==> src/rtl/dep_pkg.sv <==
// ----------------------------------------------------------------------------
// dep_pkg
// Shared constants, operation codes and controller/datapath handshake types
// for the double-ended priority queue.
// ----------------------------------------------------------------------------
package dep_pkg;

    localparam int CAPACITY    = 1024;
    localparam int VALUE_WIDTH = 32;
    localparam int ADDR_W      = $clog2(CAPACITY);
    localparam int CNT_W       = ADDR_W + 1;

    localparam logic [1:0] KIND_INSERT  = 2'd0;
    localparam logic [1:0] KIND_DEL_MAX = 2'd1;
    localparam logic [1:0] KIND_DEL_MIN = 2'd2;
    localparam logic [1:0] KIND_CLEAR   = 2'd3;

    typedef struct packed {
        logic load;      // take a new operation
        logic rd_step;   // read entry below the insert position
        logic move;      // shift the read entry up one place
        logic place;     // write the new key at the insert position
        logic rd_lo;     // read smallest entry
        logic rd_hi;     // capture smallest, read largest
        logic latch_hi;  // capture largest
        logic put;       // load the result register
    } cmd_t;

    typedef struct packed {
        logic ins_go;    // incoming op is an insert with room left
        logic pos_zero;
        logic gt;        // read entry greater than key
        logic out_free;
    } stat_t;

endpackage

==> src/rtl/dep_ctrl.sv <==
// ----------------------------------------------------------------------------
// dep_ctrl
// Sequencer: insert scan from the top of the store, then min/max readback
// and result hand-off.
// ----------------------------------------------------------------------------
module dep_ctrl (
    input  logic           clk,
    input  logic           rst_n,
    input  logic           in_valid,
    output logic           in_ready,
    input  dep_pkg::stat_t stat,
    output dep_pkg::cmd_t  cmd
);

    localparam logic [2:0] S_IDLE  = 3'd0;
    localparam logic [2:0] S_RD    = 3'd1;
    localparam logic [2:0] S_CMP   = 3'd2;
    localparam logic [2:0] S_LO    = 3'd3;
    localparam logic [2:0] S_HI    = 3'd4;
    localparam logic [2:0] S_LATCH = 3'd5;
    localparam logic [2:0] S_PUT   = 3'd6;

    logic [2:0] state_reg, state_next;

    always_comb
    begin
        cmd        = '0;
        state_next = state_reg;
        unique case (state_reg)
            S_IDLE:
            begin
                if (in_valid)
                begin
                    cmd.load   = 1'b1;
                    state_next = stat.ins_go ? S_RD : S_LO;
                end
            end
            S_RD:
            begin
                if (stat.pos_zero)
                begin
                    cmd.place  = 1'b1;
                    state_next = S_LO;
                end
                else
                begin
                    cmd.rd_step = 1'b1;
                    state_next  = S_CMP;
                end
            end
            S_CMP:
            begin
                if (stat.gt)
                begin
                    cmd.move   = 1'b1;
                    state_next = S_RD;
                end
                else
                begin
                    cmd.place  = 1'b1;
                    state_next = S_LO;
                end
            end
            S_LO:
            begin
                cmd.rd_lo  = 1'b1;
                state_next = S_HI;
            end
            S_HI:
            begin
                cmd.rd_hi  = 1'b1;
                state_next = S_LATCH;
            end
            S_LATCH:
            begin
                cmd.latch_hi = 1'b1;
                state_next   = S_PUT;
            end
            S_PUT:
            begin
                if (stat.out_free)
                begin
                    cmd.put    = 1'b1;
                    state_next = S_IDLE;
                end
            end
            default: state_next = S_IDLE;
        endcase
    end

    always_ff @(posedge clk or negedge rst_n)
    begin
        if (!rst_n)
        begin
            state_reg <= S_IDLE;
        end
        else
        begin
            state_reg <= state_next;
        end
    end

    assign in_ready = (state_reg == S_IDLE);

endmodule
==> config.mk <==
export PLATFORM = sky130hd
export DESIGN_NAME = dep_ctrl
export DESIGN_NICKNAME = d
export VERILOG_FILES = /design/src/rtl/dep_pkg.sv /design/src/rtl/dep_ctrl.sv
export SDC_FILE = /design/constraint.sdc
export NUM_CORES = 1
export LEC_CHECK = 0
export BUFFER_PORTS_ARGS = -buffer_cell sky130_fd_sc_hd__buf_4
export CAP_MARGIN = 30
export CELL_PAD_IN_SITES_DETAIL_PLACEMENT = 0
export CELL_PAD_IN_SITES_GLOBAL_PLACEMENT = 1
export CORE_AREA = 4 4 41 43
export DETAILED_ROUTE_END_ITERATION = 12
export DIE_AREA = 0 0 45 47
export GPL_TIMING_DRIVEN = 0
export PLACE_DENSITY = 0.57
export SLEW_MARGIN = 20
export SYNTH_ARGS = -nofsm -noshare
export SYNTH_HDL_FRONTEND = slang
export SYNTH_SLANG_ARGS = --single-unit
==> constraint.sdc <==
create_clock -name clk -period 2.3 [get_ports clk]
set_input_delay 0.23 -clock clk [delete_from_list [all_inputs] [get_ports clk]]
set_output_delay 0.23 -clock clk [all_outputs]
set_load 0.02 [all_outputs]
### Yosys cells after proc, flatten, opt, wreduce, memory -nomap -nowiden

Index checks and enable logic that the tools add are counted.

| operators by class | value |
|---|---|
| eq/ne operators | 8 |
| muxes and demuxes | 20 |
| reduce and logical (&&, ||, !) cells | 2 |

Operators with widths:

| cell | count |
|---|---|
| 3-bit case mux with 7 select lines | 1 |
| 1-bit two-way mux | 14 |
| 3-bit equality test, second input constant | 3 |
| 3-bit by 2-bit equality test with 1-bit output, second input constant | 2 |
| 3-bit two-way mux | 2 |
| 2-bit two-way mux | 2 |
| 2-bit inequality test, second input constant | 2 |
| 3-bit by 1-bit equality test with 1-bit output, second input constant | 1 |
| 3-bit zero test | 1 |
| 1-bit case mux with 2 select lines | 1 |
| 2-bit AND reduction | 1 |

| word-level totals | value |
|---|---|
| register bits | 3 |
| input bits | 7 |
| output and inout bits | 9 |
| word-level logic and storage cells | 31 |

### Logic depth before layout (Yosys ltp)

Gate-level depths: netlist of the first run.

| depth | value |
|---|---|
| depth in word-level cells | 3 |
| depth in mapped cells | 4 |
| mapped depth without buffers | 3 |

### Worst setup path before layout of the first run

OpenSTA, ideal clock, no wires.

| path | value |
|---|---|
| kind | register -> output |
| start | register state_reg[2] |
| end | output cmd[6] (netlist bit) |
| arrival | 1351 ps |
| required time | 2070 ps |
| path slack | 719 ps |
| stages on the path, launching flop included | 3 |
| path buffers | 1 |
| cell sequence | dfrtp_1 buf_2 nor4b_1 |

RTL lines:

| item | line | text |
|---|---|---|
| start, declared | dep_ctrl.sv:23 | `logic [2:0] state_reg, state_next;` |
| start signal, assigned | dep_ctrl.sv:99 | `state_reg <= state_next;` |
| end, declared | dep_ctrl.sv:12 | `output dep_pkg::cmd_t cmd` |

==> results of run 1 <==
power by group:
part	switching (mW)	internal, mW
Clock	0.0292	0.0652
Combinational	0.225	0.194
Sequential	0.0202	0.0802
cells by family after synthesis:
family          synth area share (%)
compound gates                  22.1
flops                           28.2
simple gates                    40.4
buf+inv                         9.39
worst min path at each step:
stage,startpoint,to,slack (ns),cells after the start
final,in_valid,state_reg[0],0.24,3
after global routing,in_valid,state_reg[0],0.29,3
after CTS,in_valid,state_reg[0],0.23,3
after detailed placement,rst_n,state_reg[0],0.02,1
after global placement,rst_n,state_reg[1],0.02,1
after floorplan,rst_n,state_reg[0],-0.07,0
placed cells by master (no fill, tap or decap), types with 2 or more instances in the layout:
master,instances
sky130_fd_sc_hd__buf_4,15
sky130_fd_sc_hd__nor3_2,2
sky130_fd_sc_hd__o21ai_0,3
sky130_fd_sc_hd__a21o_1,2
sky130_fd_sc_hd__and2_1,2
sky130_fd_sc_hd__buf_2,2
sky130_fd_sc_hd__clkbuf_4,3
sky130_fd_sc_hd__nor2_1,3
sky130_fd_sc_hd__dfrtp_1,3
sky130_fd_sc_hd__nand2_1,2
sky130_fd_sc_hd__a21oi_1,2
layer usage:
layer | vias to the layer above | global-route usage (%) | part of all wire [%]
li1 | 147 | - | -
met3 | 0 | 2.30 | 3.0
met1 | 118 | 11.8 | 49
met4 | 0 | 7.02 | 0
met2 | 8 | 10.5 | 48
met5 | - | 0 | 0
per-stage QoR:
step | instance area [µm²] | setup WS [ns]
after CTS | 434 | 0.678
after global routing | 434 | 0.616
after detailed placement | 398 | 0.961
final | 434 | 0.701
after global placement | 398 | 0.971
after floorplan | 267 | 0.719
final cells by class:
| cell class | instances | area [µm²] |
|---|---|---|
| flip-flops and latches | 3 | 75.1 |
| clock buffers | 4 | 26.3 |
| repair buffers | 16 | 123 |
| fillers | 149 | 867 |
| well taps | 15 | 18.8 |
| inverters | 1 | 3.75 |
| plain buffers | 3 | 21.3 |
| multi-input cells | 24 | 166 |
critical path, stage by stage, from the launching register on:
cell and delay [ns]:
sky130_fd_sc_hd__dfrtp_1 0.43, sky130_fd_sc_hd__buf_2 0.20, sky130_fd_sc_hd__nor4b_1 0.31, sky130_fd_sc_hd__buf_4 0.20
==> impl.org, run 1 <==
** Placement
- Cell count after placement :: 61
- Quantity of I/O buffers inserted on ports :: 15
- Detailed placement ended at an HPWL of 562 µm.
- Last weighted congestion value of the routability-driven placer :: roughly 0.67

** Finish
- From synthesis to final layout, the design area changed by 62.9%.
- Once layout is complete, the cells apart from fillers number 66.
- For this run, the post-layout net count is 59.
- At the end of the flow the core is filled with cells to 33.4%.
- The repair_antennas step left the layout with diodes totalling 0.
- Share of post-route cells with drive strength above 1 :: 51.0%
- The register with the most flip-flops in the layout has 3 of them.

** Synthesis
- Syn Area/Cell :: around 8.6 µm²
- Post-synth net total :: 38
- Yosys synthesis warning count :: 0
- The commonest cells after synthesis are sky130_fd_sc_hd__dfrtp_1 (3), sky130_fd_sc_hd__nor2_1 (3), sky130_fd_sc_hd__o21ai_0 (3).
- Post-Synthesis Cell Area :: between 200 and 300 µm²
- The synthesized netlist contains 19 unique library cells.
- The share of synthesized area in the top cell type comes to between 20% and 30%.
- The synthesized design contains 0 enable-type register cells.
- Post-synthesis async set-or-reset flop share :: 100%
- Number of synthesized register bits :: 3
- Synthesis handed over a netlist of 31 instances.
- After synthesis, flip-flops and latches occupy 28.2% of the total area.
- The most used flip-flop cell after synthesis is sky130_fd_sc_hd__dfrtp_1.
- After synthesis, the cell types taking the most area are sky130_fd_sc_hd__dfrtp_1 (28%), sky130_fd_sc_hd__nor3_2 (7.5%), sky130_fd_sc_hd__o21ai_0 (5.6%).
- The largest total area in the synthesized netlist belongs to sky130_fd_sc_hd__dfrtp_1.

** Clock tree
- After clock tree synthesis, the flow added hold-fix buffers numbering 1.
- H-tree Lvls :: 1
- Clock latency at the later pin of the worst-skew pair :: 0.23 ns
- Clock transition at the register clock pins on the worst setup and hold paths after CTS :: approximately 0.040 ns
- The number of gates resized after CTS was 0.
- For this design, the sink count on the clock tree is 3.
- The clock passes through at most 2 buffers.
- Inserted Clock Buffers :: 3
- The root buffer cell chosen for the clock tree is sky130_fd_sc_hd__clkbuf_4.
- Count of buffers added by post-CTS timing repair for setup :: 0
- TritonCTS built the clock tree.

** Run
- Across the run, the number of max-cap violations was 0.

** Routing
- For this block, the routed nets add up to between 700 and 800 µm of wire.
- Remaining antenna violation count :: 0
- In this run, the number of DRC markers left after iteration 0 of detailed routing was 1.
- After detailed routing, the average wire length per cell comes to approximately 11 µm.
- Dividing the detail-routed via count by the number of cells gives between 4 and 5.
- For this block, the via count after detailed routing is roughly 270.
- For this run, design rule violations remaining after detail routing come to 0.
- Before antenna repair, the detailed router went through 2 iterations.

** Die
- The initialized floorplan defines 13 standard-cell rows.
- During I/O placement, the number of pins put on the boundary was 16.
- Effective utilization at floorplan :: 20.5%
- Floorplan die width :: ~45 µm
- Die area :: 2120 µm²
- Std-Cell Core Area :: 1300 µm²
- Die boundary height :: 47 µm

** Setup path
- Of all nets on the critical path, the largest fanout is 10.
- The setup check on the worst reg-to-reg path leaves a slack of 1.20 ns.
- Data arrival time of the critical path :: roughly 1.4 ns
- The worst setup path is captured at an output pin.
- Data on the critical path is required at its endpoint by 2.07 ns.
- In this run the critical register-to-register path is launched from state_reg[0].
- For the worst flop-to-flop path, the logic depth is 4.
- In this run the worst setup path terminates at cmd[6].
- Critical path class :: register to output pin
- The endpoint identified for the worst register-to-register timing path is state_reg[1].
- The critical path starts at state_reg[2].
- Kind of launch point of the worst setup path :: register

** STA
- Post-route worst hold slack :: 0.237 ns
- Worst slew pin tran :: 0.270 ns
- Final Setup Violations :: 0
- Max-Slew Margin vs Limit :: 81.8%
- Summed over all failing endpoints, the final setup total negative slack is 0 ns.
- The number of max-slew violations in the final report was 0.
- Crit share post-route :: approximately 70%
- Final critical path time including I/O delays and setup :: 1.60 ns
- The hold violation count in the final report came to 0.
- Fmax achieved :: 625 MHz
- Clock skew :: 0.00329 ns
- Setup repair after global routing left no endpoint under its margin.

** Power and ir drop
- Power density over the cells :: 1410 nW/µm²
- Worst VDD drop :: ~0.31 mV
- The completed layout was analyzed and its total power is 0.613 mW.
- In this run the static leakage power is ~0.22 nW.

** Global route
- Global-route usage over all layers :: under 10%
- The first global-routing pass estimated 1.26 mm of wire.
- The via count of the first global-routing pass was 292.
- Entering global routing, the biggest net connects 11 pins.
- Number of antenna violations at the first check in global routing :: 0
- Overflow after GRT :: 0

** Status
- Outcome :: complete, no violations

** Min path
- Worst hold-check path type :: primary input to register
Note: power is estimated with default switching activity, not from simulation.
==> inputs of run 2 (changes only) <==
- ABC_AREA: not set -> 1
- PLACE_DENSITY: 0.57 -> 0.62
- clock period: 2.3 -> 1.4 ns (I/O delays scaled with it)
==> run 2 against run 1 <==
Against the previous run: critical path depth up 1; utilization is 1.8 points higher; global-route usage is 0.15 points lower; sequential cell count did not move; highest routed layer unchanged.
==> impl.org, run 2 <==
** Routing
- The total iterations of the first detailed-routing run was 2 (unchanged).
- Via density :: 4.16 (+0.47%)
- Count of vias placed by the detailed router :: 320 (+17%)
- Final Routed Wirelength :: 737 µm (-0.81%)
- The count of nets left with antenna violations after detail routing came to 0 (unchanged).
- The average detailed-routed wire length per instance came to 9.57 µm (-15%).
- The number of remaining DRC errors was 0 (unchanged).
- First-iteration detailed-routing DRC count :: 1 (unchanged)

** Die
- The die outline area is 2120 µm² (unchanged).
- Effective utilization at floorplan :: 19.9% (-0.58 points)
- The area of the placeable core was 1300 µm² (unchanged).
- Die boundary height :: 47 µm (unchanged)
- The boundary pin count is 16 (unchanged).
- Floorplan die width :: 45 µm (unchanged)
- Number of rows in the core area :: 13 (unchanged)

** Finish
- The final core utilization was 35.2% (+1.8 points).
- Area added between synthesis and finish :: 76.8%
- Number of flip-flops under the largest register name :: 3 (unchanged)
- Final antenna diode count :: 0 (unchanged)
- In the layout the commonest cells are sky130_fd_sc_hd__buf_4 (16), sky130_fd_sc_hd__nand2_1 (6), sky130_fd_sc_hd__nor2_1 (5), sky130_fd_sc_hd__nand3_1 (5), sky130_fd_sc_hd__inv_1 (5).
- The fraction of final layout cells sized beyond drive strength 1 is 54.8% (+3.9 points).
- The final net count was 70 (+19%).
- The library cell used most frequently in the layout, excluding fill and tap cells, is sky130_fd_sc_hd__buf_4.

** Power and ir drop
- Overall power after layout :: 1.01 mW (+65%)
- Worst VDD drop :: 0.683 mV (+120%)
- The ratio of total power to cell area is 2210 nW/µm² (+56%).
- Leakage power total :: 0.253 nW (+17%)

** STA
- Max-Slew Margin vs Limit :: 87.5% (+5.8 points)
- Max Transition Viols Final :: 0 (unchanged)
- The count of endpoints failing setup in the final report came to 0 (unchanged).
- Crit share post-route :: around 93%
- Fmax achieved :: 765 MHz
- Clock skew :: 0.00253 ns (-0.000763 ns)
- The least setup slack across all paths after layout came to 0.0936 ns (-0.607 ns).
- Count of endpoints failing hold in the final timing report :: 0 (unchanged)
- The worst path needs 1.31 ns of the cycle, external delays included.
- Worst slew pin tran :: 0.186 ns (-0.0841 ns)

** Global route
- The wire length of the first global-routing pass came to 1.25 mm (-1.1%).
- Largest net degree at the start of global routing :: 10 (-1)
- Via count of the first global-routing pass :: 319 (+9.2%)
- Overflow after GRT :: 0 (unchanged)
- Number of antenna violations at the first check in global routing :: 0 (unchanged)
- The overall fraction of global-route tracks in use was 8.31% (-0.15 points).

** Clock tree
- The number of clock sinks came to 3 (unchanged).
- Clock transition at the register clock pins on the worst setup and hold paths after CTS :: 0.04 ns (about the same)
- The maximum level of the CTS H-tree is 1 (unchanged).
- Inserted Clock Buffers :: 3 (unchanged)
- Max Buffers Root-to-Sink :: 2 (unchanged)
- TritonCTS clock tree :: yes
- Clock latency at the later pin of the worst-skew pair :: 0.23 ns (about the same)
- Root buffer selected by CTS :: sky130_fd_sc_hd__clkbuf_4

** Synthesis
- The synthesized instance count is 41 (+32%).
- Area fraction in compound gates after synthesis :: 3.86% (-18 points)
- By area, the combinational part of the netlist is dominated by simple AND/OR/NAND/NOR gates.
- Number of synthesized register bits :: 3 (unchanged)
- The count of unique library cells instantiated by Yosys was 14 (-5).
- XOR/XNOR share of the synthesized area :: 0% (unchanged)
- Post-synthesis mux area share :: 0% (unchanged)
- sky130_fd_sc_hd__dfrtp_1 takes more of the synthesized area than any other cell.
- Adder-cell area share of the yosys netlist :: 0% (unchanged)
- Syn Area/Cell :: 6.32 µm² (-27%)
- Prevailing post-synth register cell :: sky130_fd_sc_hd__dfrtp_1
- The fraction of synthesis flops using an asynchronous set or reset pin came to 100% (unchanged).
- Fraction of synthesized cell area taken by the top area cell type :: 29.0% (+0.82 points)
- EDFF count, synth :: 0 (unchanged)
- Post-synth net total :: 48 (+26%)
- Dominant cells by area after synthesis :: sky130_fd_sc_hd__dfrtp_1 (29%), sky130_fd_sc_hd__nand3_1 (9.7%), sky130_fd_sc_hd__inv_1 (8.7%)
- The synthesis warning total was 0 (unchanged).
- The register area share after synthesis was 29.0% (+0.82 points).
- The commonest cells after synthesis are sky130_fd_sc_hd__inv_1 (6), sky130_fd_sc_hd__nand2_1 (6), sky130_fd_sc_hd__nand3_1 (5), sky130_fd_sc_hd__nor2_1 (5).
- The simple-gate share of the synthesized area came to 49.8% (+9.4 points).
- Post-Synthesis Cell Area :: 259 µm² (-2.8%)

** Setup path
- Kind of launch point of the worst setup path :: register
- Worst-path fanout max :: 6 (-4)
- The critical path is of the register to output pin type.
- Crit. End Element :: output pin
- The endpoint required time on the critical path is 1.26 ns (-0.81 ns).
- The worst-case register-to-register setup slack was 0.29 ns (-0.91 ns).
- Data arrival time of the critical path :: 1.17 ns (-0.20 ns)

** Placement
- Total half-perimeter wirelength after legalization and detailed placement :: 561 µm (-0.25%)
- Quantity of I/O buffers inserted on ports :: 15 (unchanged)
- Placement Setup Slack :: 0.244 ns (-0.716 ns)
- The placer's final routability congestion estimate is 0.731 (+9.3%).

** Run
- Max-cap violations :: 0 (unchanged)

** Status
- The run finished with clean final reports.

** Min path
- The tightest min-delay check is of the primary input to register type.
## run 2: cell count changes after synthesis, sizes merged, moves of 3 or more
cell	change
inv	+8
nand2	+6
nand3	+6
nor2	+4
o21ai	-3
## run 2: per-stage QoR
stage	hold slack [ns]	instance area [µm²]	instances	TNS (ns)
after floorplan	-0.156	259	41	0
after detailed placement	-0.0704	390	71	0
after CTS	0.206	432	76	0
final	0.203	458	77	0
after global placement	-0.0699	390	71	0
after global routing	0.246	458	77	-0.000800
## run 2: power breakdown
group | internal (mW) | switching (mW) | leakage (nW) | total (mW)
Clock | 0.107 | 0.0402 | 0.0150 | 0.147
Combinational | 0.270 | 0.391 | 0.203 | 0.661
Sequential | 0.136 | 0.0674 | 0.0345 | 0.204
## run 2: path summary, 6_finish.rpt
check                              from            to  cells after the start
max                        state_reg[2]        cmd[4]                      4
min                             stat[0]  state_reg[2]                      4
max reg2reg                state_reg[2]  state_reg[1]                      7
min reg2reg                state_reg[0]  state_reg[0]                      2
max in group asynchronous         rst_n  state_reg[1]                      2
min in group asynchronous         rst_n  state_reg[0]                      2
## run 2: cells by family after synthesis
family                 Yosys count
buffers and inverters           10
AOI/OAI and AO/OA                2
and+or+nand+nor                 26
DFF                              3
## run 2: final cells by class
cell class / count / area [µm²]
repair buffers: 17 / 130
flip-flops and latches: 3 / 77.6
well taps: 15 / 18.8
multi-input cells: 28 / 160
plain buffers: 1 / 11.3
clock buffers: 4 / 26.3
fillers: 157 / 843
inverters: 9 / 33.8
## run 2: what timing repair did
item / CTS / global route
endpoints found under the hold margin: 3 / 0
pin swaps: 0 / 0
resized for setup: 1 / 6
buffers inserted: 0 / 1
endpoints found under the setup margin: 1 / 4
hold buffers: 1 / 0
## run 2: critical path: stages (launching register included)
cell and delay (ns):
sky130_fd_sc_hd__dfrtp_2 0.46, sky130_fd_sc_hd__inv_2 0.13, sky130_fd_sc_hd__nand4_1 0.12, sky130_fd_sc_hd__nand2_1 0.09, sky130_fd_sc_hd__buf_4 0.13
## run 2: layer usage
metal	global-route usage (%)	wire length, µm	vias to the layer above
met5	0	0	-
met4	7.02	0	0
met3	0.383	37	0
met2	13.6	354	9
met1	10.0	346	139
li1	-	-	172
